## config.mk

```make
export PLATFORM = sky130hd
export DESIGN_NAME = rgb_pixel_blend
export DESIGN_NICKNAME = d
export VERILOG_FILES = /design/src/rtl/rgbpb_pkg.sv /design/src/rtl/rgbpb_ctrl.sv /design/src/rtl/rgbpb_chan.sv /design/src/rtl/rgb_pixel_blend.sv
export SDC_FILE = /design/constraint.sdc
export NUM_CORES = 1
export LEC_CHECK = 0
export BUFFER_PORTS_ARGS = -buffer_cell sky130_fd_sc_hd__buf_2
export CAP_MARGIN = 20
export CORE_AREA = 2 2 210 212
export DETAILED_ROUTE_END_ITERATION = 8
export DIE_AREA = 0 0 212 214
export PLACE_DENSITY_LB_ADDON = 0.05
export SYNTH_ARGS = -nofsm -noshare
export SYNTH_HDL_FRONTEND = slang
export SYNTH_SLANG_ARGS = --single-unit
```

## constraint.sdc

```tcl
create_clock -name clk_i -period 14.1 [get_ports clk_i]
set_clock_uncertainty 0.2 [all_clocks]
set_input_delay 2.82 -clock clk_i [delete_from_list [all_inputs] [get_ports clk_i]]
set_output_delay 2.82 -clock clk_i [all_outputs]
set_load 0.01 [all_outputs]
```

## src/rtl/rgbpb_pkg.sv

```systemverilog
// Shared types and constants for the RGB pixel blend block.
`default_nettype none
package rgbpb_pkg;

  // Channel and configuration widths
  localparam int unsigned ChanW  = 8;
  localparam int unsigned ModeW  = 3;
  localparam int unsigned ScaleW = ChanW + 1;
  localparam int unsigned ProdW  = ChanW + ScaleW;

  // Configuration register indexes
  localparam logic REG_MODE  = 1'b0;
  localparam logic REG_ALPHA = 1'b1;

  // Blend modes
  localparam logic [ModeW-1:0] MODE_ADD       = 3'd0;
  localparam logic [ModeW-1:0] MODE_MULTIPLY  = 3'd1;
  localparam logic [ModeW-1:0] MODE_SCREEN    = 3'd2;
  localparam logic [ModeW-1:0] MODE_OVERLAY   = 3'd3;
  localparam logic [ModeW-1:0] MODE_LIGHTEN   = 3'd4;
  localparam logic [ModeW-1:0] MODE_DARKEN    = 3'd5;
  localparam logic [ModeW-1:0] MODE_ALPHA     = 3'd6;
  localparam logic [ModeW-1:0] MODE_OVERWRITE = 3'd7;

  // Reset values of the configuration registers
  localparam logic [ModeW-1:0] MODE_RESET  = MODE_OVERWRITE;
  localparam logic [ChanW-1:0] ALPHA_RESET = 8'hFF;

  // Load enables for the three pipeline stages
  typedef struct packed {
    logic en1;
    logic en2;
    logic en3;
  } stage_en_t;

endpackage
`default_nettype wire

```

## src/rtl/rgbpb_ctrl.sv

```systemverilog
// Valid tracking and stall control for the three-stage blend pipeline.
`default_nettype none
module rgbpb_ctrl (
  input  wire logic               clk_i,
  input  wire logic               rst_ni,
  input  wire logic               in_valid_i,
  output logic                    in_ready_o,
  output logic                    out_valid_o,
  input  wire logic               out_ready_i,
  output rgbpb_pkg::stage_en_t    en_o
);

  logic v1_q, v2_q, v3_q;
  logic v1_d, v2_d, v3_d;
  rgbpb_pkg::stage_en_t en;

  // A stage loads when empty or when its word moves on
  always_comb begin
    en.en3 = !v3_q || out_ready_i;
    en.en2 = !v2_q || en.en3;
    en.en1 = !v1_q || en.en2;
  end

  always_comb begin
    v1_d = en.en1 ? in_valid_i : v1_q;
    v2_d = en.en2 ? v1_q : v2_q;
    v3_d = en.en3 ? v2_q : v3_q;
  end

  always_ff @(posedge clk_i or negedge rst_ni) begin
    if (!rst_ni) begin
      v1_q <= 1'b0;
      v2_q <= 1'b0;
      v3_q <= 1'b0;
    end else begin
      v1_q <= v1_d;
      v2_q <= v2_d;
      v3_q <= v3_d;
    end
  end

  assign en_o        = en;
  assign in_ready_o  = en.en1;
  assign out_valid_o = v3_q;

  // An accepted word occupies the first stage next cycle
  a_accept_fills: assert property (@(posedge clk_i) disable iff (!rst_ni)
    in_valid_i && in_ready_o |=> v1_q)
    else $error("accepted word not in stage 1");

  // A stalled output word is kept
  a_out_hold: assert property (@(posedge clk_i) disable iff (!rst_ni)
    v3_q && !out_ready_i |=> v3_q)
    else $error("stalled output word dropped");

  // Stage 1 word moves to stage 2 when it advances
  a_s1_to_s2: assert property (@(posedge clk_i) disable iff (!rst_ni)
    v1_q && en.en2 |=> v2_q)
    else $error("stage 1 word lost");

  // Input is refused only when every stage is full
  a_full_stall: assert property (@(posedge clk_i) disable iff (!rst_ni)
    !in_ready_o |-> (v1_q && v2_q && v3_q && !out_ready_i))
    else $error("input stalled with room in pipeline");

endmodule
`default_nettype wire

```

## src/rtl/rgbpb_chan.sv

```systemverilog
// Three-stage datapath blending one color channel.
`default_nettype none
module rgbpb_chan (
  input  wire logic                               clk_i,
  input  wire rgbpb_pkg::stage_en_t               en_i,
  input  wire logic [rgbpb_pkg::ModeW-1:0]        mode_i,
  input  wire logic [rgbpb_pkg::ChanW-1:0]        alpha_i,
  input  wire logic [rgbpb_pkg::ChanW-1:0]        base_i,
  input  wire logic [rgbpb_pkg::ChanW-1:0]        top_i,
  output logic      [rgbpb_pkg::ChanW-1:0]        mix_o
);

  localparam int unsigned W  = rgbpb_pkg::ChanW;
  localparam int unsigned SW = rgbpb_pkg::ScaleW;
  localparam int unsigned PW = rgbpb_pkg::ProdW;

  // Stage 1: scale top by opacity (exact identity at full opacity)
  logic [PW-1:0] top_prod;
  logic [W-1:0]  b1_q, t1_q;

  assign top_prod = PW'(top_i) * PW'({1'b0, alpha_i} + SW'(1));

  always_ff @(posedge clk_i) begin
    if (en_i.en1) begin
      b1_q <= base_i;
      t1_q <= top_prod[PW-2:W];
    end
  end

  // Stage 2: one shared 8x9 multiplier, operands chosen by mode
  logic [W-1:0]  op_a;
  logic [SW-1:0] op_b;
  logic [PW-1:0] prod;
  logic [W-1:0]  b2_q, t2_q, p2_q;

  always_comb begin
    case (mode_i)
      rgbpb_pkg::MODE_SCREEN: begin
        op_a = ~b1_q;
        op_b = SW'(256) - {1'b0, t1_q};
      end
      rgbpb_pkg::MODE_OVERLAY: begin
        if (b1_q[W-1]) begin
          op_a = ~b1_q;
          op_b = SW'(256) - {1'b0, t1_q};
        end else begin
          op_a = {b1_q[W-2:0], 1'b0};
          op_b = {1'b0, t1_q} + SW'(1);
        end
      end
      rgbpb_pkg::MODE_ALPHA: begin
        op_a = b1_q;
        op_b = SW'(256) - {1'b0, alpha_i};
      end
      default: begin
        op_a = b1_q;
        op_b = {1'b0, t1_q} + SW'(1);
      end
    endcase
  end

  assign prod = PW'(op_a) * PW'(op_b);

  always_ff @(posedge clk_i) begin
    if (en_i.en2) begin
      b2_q <= b1_q;
      t2_q <= t1_q;
      p2_q <= prod[PW-2:W];
    end
  end

  // Stage 3: final combine and saturation
  logic [W:0]   add_bt, add_tp;
  logic [W-1:0] sat_bt, sat_tp, mix_d, mix_q;

  assign add_bt = {1'b0, b2_q} + {1'b0, t2_q};
  assign add_tp = {1'b0, t2_q} + {1'b0, p2_q};
  assign sat_bt = add_bt[W] ? {W{1'b1}} : add_bt[W-1:0];
  assign sat_tp = add_tp[W] ? {W{1'b1}} : add_tp[W-1:0];

  always_comb begin
    if (alpha_i == '0) begin
      mix_d = b2_q;
    end else begin
      case (mode_i)
        rgbpb_pkg::MODE_ADD:      mix_d = sat_bt;
        rgbpb_pkg::MODE_MULTIPLY: mix_d = p2_q;
        rgbpb_pkg::MODE_SCREEN:   mix_d = ~p2_q;
        rgbpb_pkg::MODE_OVERLAY:  mix_d = b2_q[W-1] ? ~p2_q : p2_q;
        rgbpb_pkg::MODE_LIGHTEN:  mix_d = (b2_q > t2_q) ? b2_q : t2_q;
        rgbpb_pkg::MODE_DARKEN:   mix_d = (b2_q < t2_q) ? b2_q : t2_q;
        rgbpb_pkg::MODE_ALPHA:    mix_d = sat_tp;
        default:                  mix_d = t2_q;
      endcase
    end
  end

  always_ff @(posedge clk_i) begin
    if (en_i.en3) begin
      mix_q <= mix_d;
    end
  end

  assign mix_o = mix_q;

endmodule
`default_nettype wire

```

## src/rtl/rgb_pixel_blend.sv

```systemverilog
// Top level of the RGB888 layer blend block.
`default_nettype none
// Blends a top RGB888 pixel onto a base pixel using the mode and opacity held in
// two configuration registers (index 0: mode, index 1: opacity). Each pixel
// passes through three register stages (opacity scaling, one shared 8x9
// multiply per channel, final combine into the output register), and a result
// is offered on the output once its word reaches the output register. One
// word is taken every cycle while the output side keeps up. Write
// configuration only while the pipeline is empty.
module rgb_pixel_blend (
  input  wire logic       clk_i,
  input  wire logic       rst_ni,
  input  wire logic       cfg_we_i,
  input  wire logic       cfg_idx_i,
  input  wire logic [7:0] cfg_data_i,
  input  wire logic       in_valid_i,
  output logic            in_ready_o,
  input  wire logic [7:0] base_red_i,
  input  wire logic [7:0] base_green_i,
  input  wire logic [7:0] base_blue_i,
  input  wire logic [7:0] top_red_i,
  input  wire logic [7:0] top_green_i,
  input  wire logic [7:0] top_blue_i,
  output logic            out_valid_o,
  input  wire logic       out_ready_i,
  output logic [7:0]      mix_red_o,
  output logic [7:0]      mix_green_o,
  output logic [7:0]      mix_blue_o
);

  logic [rgbpb_pkg::ModeW-1:0] mode_q, mode_d;
  logic [rgbpb_pkg::ChanW-1:0] alpha_q, alpha_d;
  rgbpb_pkg::stage_en_t        en;

  // Configuration registers
  always_comb begin
    mode_d  = mode_q;
    alpha_d = alpha_q;
    if (cfg_we_i) begin
      case (cfg_idx_i)
        rgbpb_pkg::REG_MODE:  mode_d  = cfg_data_i[rgbpb_pkg::ModeW-1:0];
        rgbpb_pkg::REG_ALPHA: alpha_d = cfg_data_i;
        default: ;
      endcase
    end
  end

  always_ff @(posedge clk_i or negedge rst_ni) begin
    if (!rst_ni) begin
      mode_q  <= rgbpb_pkg::MODE_RESET;
      alpha_q <= rgbpb_pkg::ALPHA_RESET;
    end else begin
      mode_q  <= mode_d;
      alpha_q <= alpha_d;
    end
  end

  // Pipeline control
  rgbpb_ctrl u_ctrl (
    .clk_i       (clk_i),
    .rst_ni      (rst_ni),
    .in_valid_i  (in_valid_i),
    .in_ready_o  (in_ready_o),
    .out_valid_o (out_valid_o),
    .out_ready_i (out_ready_i),
    .en_o        (en)
  );

  // One datapath per channel
  rgbpb_chan u_red (
    .clk_i   (clk_i),
    .en_i    (en),
    .mode_i  (mode_q),
    .alpha_i (alpha_q),
    .base_i  (base_red_i),
    .top_i   (top_red_i),
    .mix_o   (mix_red_o)
  );

  rgbpb_chan u_green (
    .clk_i   (clk_i),
    .en_i    (en),
    .mode_i  (mode_q),
    .alpha_i (alpha_q),
    .base_i  (base_green_i),
    .top_i   (top_green_i),
    .mix_o   (mix_green_o)
  );

  rgbpb_chan u_blue (
    .clk_i   (clk_i),
    .en_i    (en),
    .mode_i  (mode_q),
    .alpha_i (alpha_q),
    .base_i  (base_blue_i),
    .top_i   (top_blue_i),
    .mix_o   (mix_blue_o)
  );

endmodule
`default_nettype wire
```

# Word-level counts from Yosys, hierarchy flattened
# Cells that the tools add are included.
[totals]
regBits = 158
inputBits = 62
output_inout_bits = 26
word_cells = 105
[op_classes]
n_addsub = 14
multipliers = 6
magnitude_cmp = 6
eq_ne = 6
muxes = 33
n_bitwise = 7
n_reduce_logical = 10
[ops]
columns = ["op", "count"]
rows = [
  ["8-bit two-way mux", 21],
  ["8-bit one-hot mux with 7 select lines", 3],
  ["9-bit one-hot mux with 3 select lines", 3],
  ["8-bit by 8-bit adder with 9-bit output", 6],
  ["8-bit by 17-bit multiplier with 16-bit output", 3],
  ["8-bit by 9-bit multiplier with 16-bit output", 3],
  ["8-bit NOT", 6],
  ["8-bit one-hot mux with 2 select lines", 3],
  ["8-bit by 1-bit adder with 9-bit output, second input constant", 4],
  ["9-bit by 8-bit subtractor with 9-bit output, first input constant", 4],
  ["9-bit two-way mux", 3],
  ["8-bit > comparator", 3],
  ["8-bit < comparator", 3],
  ["3-bit == test, second input constant", 3],
  ["8-bit zero test", 1],
  ["3-bit by 2-bit == test with 1-bit output, second input constant", 2],
  ["2-bit AND reduction", 2],
  ["3-bit by 1-bit == test with 1-bit output, second input constant", 1],
  ["1-bit zero test", 3],
  ["3-bit zero test", 1],
  ["1-bit logical OR", 3],
  ["1-bit NOT", 1],
]

# Logic depth before layout (Yosys ltp)
# Gate-level depths: netlist of the first run.
[depth]
word_depth = 4
ltp_mapped = 27

# Hierarchy
# From an unflattened synthesis of the first run, not the netlist that was laid out.
[unflattened]
cells_unflattened = 2749
hier_area_um2 = 24408.4
[by_module_without_submodules]
columns = ["mod", "instances", "cells_each", "area_per_inst_um2"]
rows = [
  ["rgbpb_chan (u_red)", 1, 940, 8135.3],
  ["rgbpb_chan (u_blue)", 1, 911, 8031.5],
  ["rgbpb_chan (u_green)", 1, 863, 7682.4],
  ["rgb_pixel_blend", 1, 24, 425.4],
  ["rgbpb_ctrl", 1, 11, 133.9],
]

# Worst setup path after synthesis of the first run
# No wires, ideal clock.
[synth_path]
kind = "input port to output port"
startpoint = "input out_ready_i"
endpoint = "output in_ready_o"
arrival_ns = 4.340
path_slack_ns = 6.740
stages = 1
n_path_buf = 0
cell_sequence = "nand4b_1"
[synth_between]
elab_chain_len = 3
[synth_lines]
columns = ["item", "line_no", "rtl"]
rows = [
  ["from (decl)", "rgb_pixel_blend.sv:25", "input wire logic out_ready_i,"],
  ["1-bit logical OR", "rgbpb_ctrl.sv:19", "en.en3 = !v3_q || out_ready_i;"],
  ["1-bit logical OR", "rgbpb_ctrl.sv:20", "en.en2 = !v2_q || en.en3;"],
  ["1-bit logical OR", "rgbpb_ctrl.sv:21", "en.en1 = !v1_q || en.en2;"],
  ["to (decl)", "rgb_pixel_blend.sv:17", "output logic in_ready_o,"],
]
# Every way passes these cells.

# Final worst setup path of the first run
[layout_path]
startpoint = "register mode_q[0] (netlist bit)"
endpoint = "register u_red.p2_q[7], data pin"
[layout_between]
elab_chain_len = 3
[layout_lines]
columns = ["item", "line_no", "rtl"]
rows = [
  ["from (decl)", "rgb_pixel_blend.sv:31", "logic [rgbpb_pkg::ModeW-1:0] mode_q, mode_d;"],
  ["from (signal assigned)", "rgb_pixel_blend.sv:50", "mode_q <= rgbpb_pkg::MODE_RESET;"],
  ["from (signal assigned)", "rgb_pixel_blend.sv:53", "mode_q <= mode_d;"],
  ["3-bit == test / 3-bit by 2-bit == test with 1-bit output (equally long branches)", "rgbpb_chan.sv:37", "case (mode_i)"],
  ["9-bit one-hot mux with 3 select lines / 8-bit one-hot mux with 2 select lines (equally long branches)", "rgbpb_chan.sv:37", ""],
  ["8-bit by 9-bit multiplier with 16-bit output *", "rgbpb_chan.sv:62", "assign prod = PW'(op_a) * PW'(op_b);"],
  ["net u_red.prod[15]", "rgbpb_chan.sv:33", "logic [PW-1:0] prod;"],
  ["to (signal assigned)", "rgbpb_chan.sv:68", "p2_q <= prod[PW-2:W];"],
  ["to (decl)", "rgbpb_chan.sv:34", "logic [W-1:0] b2_q, t2_q, p2_q;"],
]
# Mark *: on every way through the listed nets, which the timed path passes. The rest lies on a longest branch.
# A chain may end at the register's enable or synchronous reset.

==> results of run 1 <==
[layout by cell type (no fill, tap or decap), types with 35 or more instances in the layout]
cell type	netlist	final
nor2_1	345	345
inv_1	332	332
ha_1	272	272
fa_1	246	246
nand2_1	175	175
a21oi_1	145	145
edfxtp_1	144	144
o21ai_0	127	127
and2_1	98	98
buf_2	8	88
xnor2_1	66	63
nor3_1	50	47
mux2i_1	45	45
nor2b_1	39	39
xor2_1	38	38
a211oi_1	35	35
or2_2	35	35
[area by class of cell]
type	instances	area share
clock inverter	8	0.00354
multi-input combinational	2054	0.682
timing repair buffer	119	0.0270
sequential	158	0.187
inverter	332	0.0496
tap	585	0.0291
clock buffer	24	0.0218
antenna	2	0.000199
[worst register-to-register path, delay by kind of cell (launching register included)]
kind                     cells  cell delay (ns)
AO/OA/AOI/OAI                7             1.32
AND/OR/NAND/NOR              7             2.20
adder cells (fa/ha/maj)      5             2.34
buffers and inverters        5             0.69
flip-flops                   1             0.52
XOR/XNOR                     1             0.12
[per-stage QoR]
| stage | utilization | instance area, µm² | instances |
|---|---|---|---|
| finish | 0.586 | 25100 | 3282 |
| global route | 0.586 | 25100 | 3281 |
| CTS | 0.585 | 25100 | 3278 |
| detailed placement | 0.570 | 24500 | 3246 |
| global placement | 0.570 | 24500 | 3245 |
| floorplan | - | 23400 | 2632 |
[cells in the mapped netlist, drive strengths merged (26+ instances only)]
cell      n
xor2     38
a211oi   35
and2     98
nor2    345
inv     332
mux2i    45
nor3     50
edfxtp  144
fa      246
nand2   175
xnor2    66
or3      26
o21ai   133
clkbuf   68
a31oi    28
nor2b    39
nand3    33
or2      41
a21oi   150
ha      272
[how the worst min path moves through the flow]
stage	slack (ns)	from	cells after the start	end
global placement	0.26	u_ctrl.v1_q	1	u_ctrl.v2_q
floorplan	0.22	u_red.t1_q[2]	0	u_red.t2_q[2]
global route	0.30	u_ctrl.v1_q	1	u_ctrl.v2_q
finish	0.28	u_ctrl.v1_q	1	u_ctrl.v2_q
detailed placement	0.26	u_ctrl.v1_q	1	u_ctrl.v2_q
CTS	0.27	u_ctrl.v1_q	1	u_ctrl.v2_q
[per-layer routing]
metal | routed length (µm) | GRT usage | part of all wire | up-vias
met2 | 30700 | 0.489 | 0.47 | 648
met3 | 3860 | 0.0402 | 0.059 | 120
met1 | 28500 | 0.403 | 0.44 | 9363
met4 | 2070 | 0.111 | 0.032 | 2
li1 | - | - | - | 8981
met5 | 13 | 0 | 0.00020 | -
[kinds of logic (layout without fill, tap and decap cells)]
kind of cell	count (synthesis)	after routing
muxes	58	58
xor gates and xnor gates	104	104
and+or+nand+nor	883	883
DFF	158	158
AOI/OAI and AO/OA	491	491
adders and majority gates	518	518
buffers and inverters	420	483
other	0	2
[sequential cells by signal (all words and copies together) (netlist names), 8 cells and up]
signal / flops
u_green.mix_o: 8
u_blue.t1_q: 8
u_green.t2_q: 8
u_green.b1_q: 8
u_red.t2_q: 8
u_blue.b1_q: 8
u_red.b1_q: 8
u_green.t1_q: 8
u_green.p2_q: 8
u_red.p2_q: 8
u_blue.mix_o: 8
alpha_q: 8
u_red.b2_q: 8
u_blue.p2_q: 8
u_blue.b2_q: 8
u_blue.t2_q: 8
u_green.b2_q: 8
u_red.mix_o: 8
u_red.t1_q: 8
==> results.cfg, run 1 <==
[outcome]
status = complete, no violations

[global_routing]
grt_max_degree = 74
grt_overflow = 0
grt_pass1_vias = 19700
grt_use_total = 0.299
antenna_found_initial = 3
grt_pass1_wl_mm = 106

[timing]
hold_violations = 0
drv_slew = 0
max_clock_freq_mhz = 131
maxSlewHeadroom = 0.319
layout_min_cycle_time_ns = 7.62
setup_violations = 0
rsz0062_at_grt = false
worst_slack_ns = 6.48
fin_hold_ws_ns = 0.276
worst_pin_slew_ns = 1.02
fin_crit_sh = 0.540
setup_tns_ns = 0

[yosys]
synth-compound-area-share = 0.132
netlist-cell-type-count = 80
synth_top_area_frac = 0.211
syn_avg_cell_area_um2 = 8.88
muxShareOfSynthArea = 0.0255
synth_top_area_cell = fa_1
yosysSeqAreaShare = 0.201
synth_nets = 3212
synth_edf_count = 144
ys.flop_type = edfxtp_1
synth-xor-area-share = 0.0390
yosys.area_share.adder = 0.356
synth_top_family_by_area = adder cells
syn_area_um2 = 23400
yosys_warnings = 0
synth-simple-area-share = 0.178
synthCells = 2632
ys_seq_elements = 158
async_flop_share = 0.0886
yosys-top-cells-area = fa_1 21%, edfxtp_1 19%, ha_1 15%, nor2_1 5.5%, inv_1 5.3%

[critical_path]
critPathMaxStageDelay_ns = 0.57
critical_path_depth = 25
critPathSlowestCell = fa_1
critPathKind = reg2reg
endpoint = u_red.p2_q[7]
crit_path_start = mode_q[0]
r2r-start = mode_q[0]
r2r-end = u_red.p2_q[7]
arrival_ns = 7.63
path_buf_inv = 5
reg2reg_depth = 25
endpoint_kind = flop
worstSetupStartpointType = flop
reg2reg_slack_ns = 6.48
cp_top_family = adder cells
crit_fanout = 52
cp_data_required_time_ns = 14.11

[clock_network]
postCtsSetupBuffers = 0
worstSkewPairLatency_ns = 0.46
cts-resized-gates = 0
htreeDepth = 4
cts_max_path_buffers = 2
cts_buffers = 17
cts_hold_buf = 0
cts_root_buf = clkbuf_16
clk_pin_slew_worst_paths_ns = 0.07
clock_sinks = 158
cts_tree = yes

[placement]
dp_hpwl_mm = 49.9
dpl_worst_slack_ns = 6.60
portBuffers = 87
gp_congestion = 0.926

[cells_and_area]
syn_to_final_growth_pct = 7.52
seq_area_um2 = 4690
nFillCells = 3855
multiInputGateArea_um2 = 17100
layout-drive-gt1-share = 0.0865
nets = 3262

[detailed_routing]
drtAntennaViolNets = 0
drt_iter0_markers = 1377
viasPerCell = 5.82
drt_wl_total_mm = 65.1
wire_per_inst_um = 19.8
first_pass_iters = 5
dr_total_vias = 19100
drc = 0

[die]
die_width_um = 212
rows = 76
fp.dieH_um = 214
core-area_um2 = 42900
dieArea_um2 = 45400
pin_count = 88
start_util = 0.545

[hold_path]
hold_class = reg2reg

[run]
cap_violations = 0
Power of run 1 is not shown: default switching activity piles up to over one toggle a cycle in this logic, so the estimate is an artifact.
==> run 2, diff against run 1 <==
==> constraint.sdc (replaced) <==
create_clock -name clk_i -period 7.94 [get_ports clk_i]
set_clock_uncertainty 0.2 [all_clocks]
set_input_delay 1.588 -clock clk_i [delete_from_list [all_inputs] [get_ports clk_i]]
set_output_delay 1.588 -clock clk_i [all_outputs]
set_load 0.01 [all_outputs]
==> run 2 against run 1 <==
Compared with the run above:
- via count rose by 0.55%
- worst hold slack lost 0.0040 ns
- design area rose by 0.36%
- worst setup slack worse by 5.6 ns
- die area did not move
- sequential share of layout area down 0.067 points
- first-iteration DRC count grew 5.2%
- critical endpoint unchanged
- highest routed layer is now met4
==> results.cfg, run 2 (synthesis results as in run 1) <==
[outcome]
status = complete, no violations

[detailed_routing]
drtAntennaViolNets = 0
drt_iter0_markers = 1449
wire_per_inst_um = 20.1
drc = 0
drt_wl_total_mm = 66.2
first_pass_iters = 6
viasPerCell = 5.83
dr_total_vias = 19200

[clock_network]
cts_tree = yes
clock_sinks = 158
cts_max_path_buffers = 2
cts_root_buf = clkbuf_16
worstSkewPairLatency_ns = 0.47
clk_pin_slew_worst_paths_ns = 0.08
cts_buffers = 17
cts_hold_buf = 0
cts-resized-gates = 0
postCtsSetupBuffers = 0
htreeDepth = 4

[global_routing]
grt_overflow = 0
grt_use_total = 0.305
antenna_found_initial = 1
grt_max_degree = 74
grt_pass1_wl_mm = 108
grt_pass1_vias = 19500

[critical_path]
arrival_ns = 7.11
worstSetupStartpointType = flop
critPathKind = reg2reg
crit_fanout = 10
critPathSlowestCell = dfstp_2
reg2reg_slack_ns = 0.85
critPathMaxStageDelay_ns = 0.63
cp_common_cell = inv_1
endpoint_kind = flop
cp_data_required_time_ns = 7.96

[die]
start_util = 0.545
fp.dieH_um = 214
core-area_um2 = 42900
dieArea_um2 = 45400
die_width_um = 212
rows = 76
pin_count = 88

[cells_and_area]
multiInputGateArea_um2 = 17100
layout-drive-gt1-share = 0.0915
fin_cells = 3296
syn_to_final_growth_pct = 7.90
final_cell_mix = 345 x nor2_1, 332 x inv_1, 272 x ha_1
layout_commonest_cell = nor2_1
seq_area_um2 = 4690
post-route-util = 0.588
nFillCells = 3794
nets = 3277

[timing]
setup_violations = 0
maxSlewHeadroom = 0.279
setup_tns_ns = 0
fin_hold_ws_ns = 0.272
rsz0062_at_grt = false
fin_crit_sh = 0.893
hold_violations = 0
drv_slew = 0
max_clock_freq_mhz = 141
worst_pin_slew_ns = 1.08
layout_min_cycle_time_ns = 7.09

[placement]
dpl.cell_count = 3261
dp_hpwl_mm = 51.8
gp_congestion = 0.893
portBuffers = 87

[run]
cap_violations = 0

[hold_path]
hold_class = reg2reg
[run 2: final timing paths]
path,startpoint,to,depth (start not counted)
worst max register to register,mode_q[1],u_red.p2_q[7],25
min in group asynchronous,rst_ni,u_ctrl.out_valid_o,1
worst min-delay path,u_ctrl.v1_q,u_ctrl.v2_q,1
worst max-delay path,mode_q[1],u_red.p2_q[7],25
max in group asynchronous,rst_ni,alpha_q[6],1
worst min register to register,u_ctrl.v1_q,u_ctrl.v2_q,1
[run 2: layer usage]
layer	vias to the layer above	wire length [µm]	track usage
met1	9538	30300	0.429
met2	572	31200	0.500
li1	9012	-	-
met3	98	3190	0.0339
met4	0	1470	0.0847
met5	-	0	0
[run 2: per-stage QoR]
| stage | worst slack (ns) | cell area [µm²] |
|---|---|---|
| after floorplan | 1.66 | 23400 |
| after global placement | 1.05 | 24600 |
| after detailed placement | 0.938 | 24600 |
| after CTS | 0.912 | 25200 |
| after global routing | 0.379 | 25200 |
| final | 0.848 | 25200 |
[run 2: worst max-delay path: cells and delay by family, from the launching register on]
family	cells	cell delay, ns
flip-flops	1	0.63
AND/OR/NAND/NOR	5	0.91
AO/OA/AOI/OAI	8	1.95
buffers and inverters	6	0.64
adder cells (fa/ha/maj)	5	2.36
XOR/XNOR	1	0.12
[run 2: final cells by class]
type / count / share of cell area
multi-input combinational: 2054 / 0.679
clock inverter: 14 / 0.00769
sequential: 158 / 0.186
tap: 585 / 0.0290
clock buffer: 18 / 0.0174
antenna: 1 / 0.0000992
timing repair buffer: 134 / 0.0311
inverter: 332 / 0.0494
Power of run 2 is left out for the same reason.
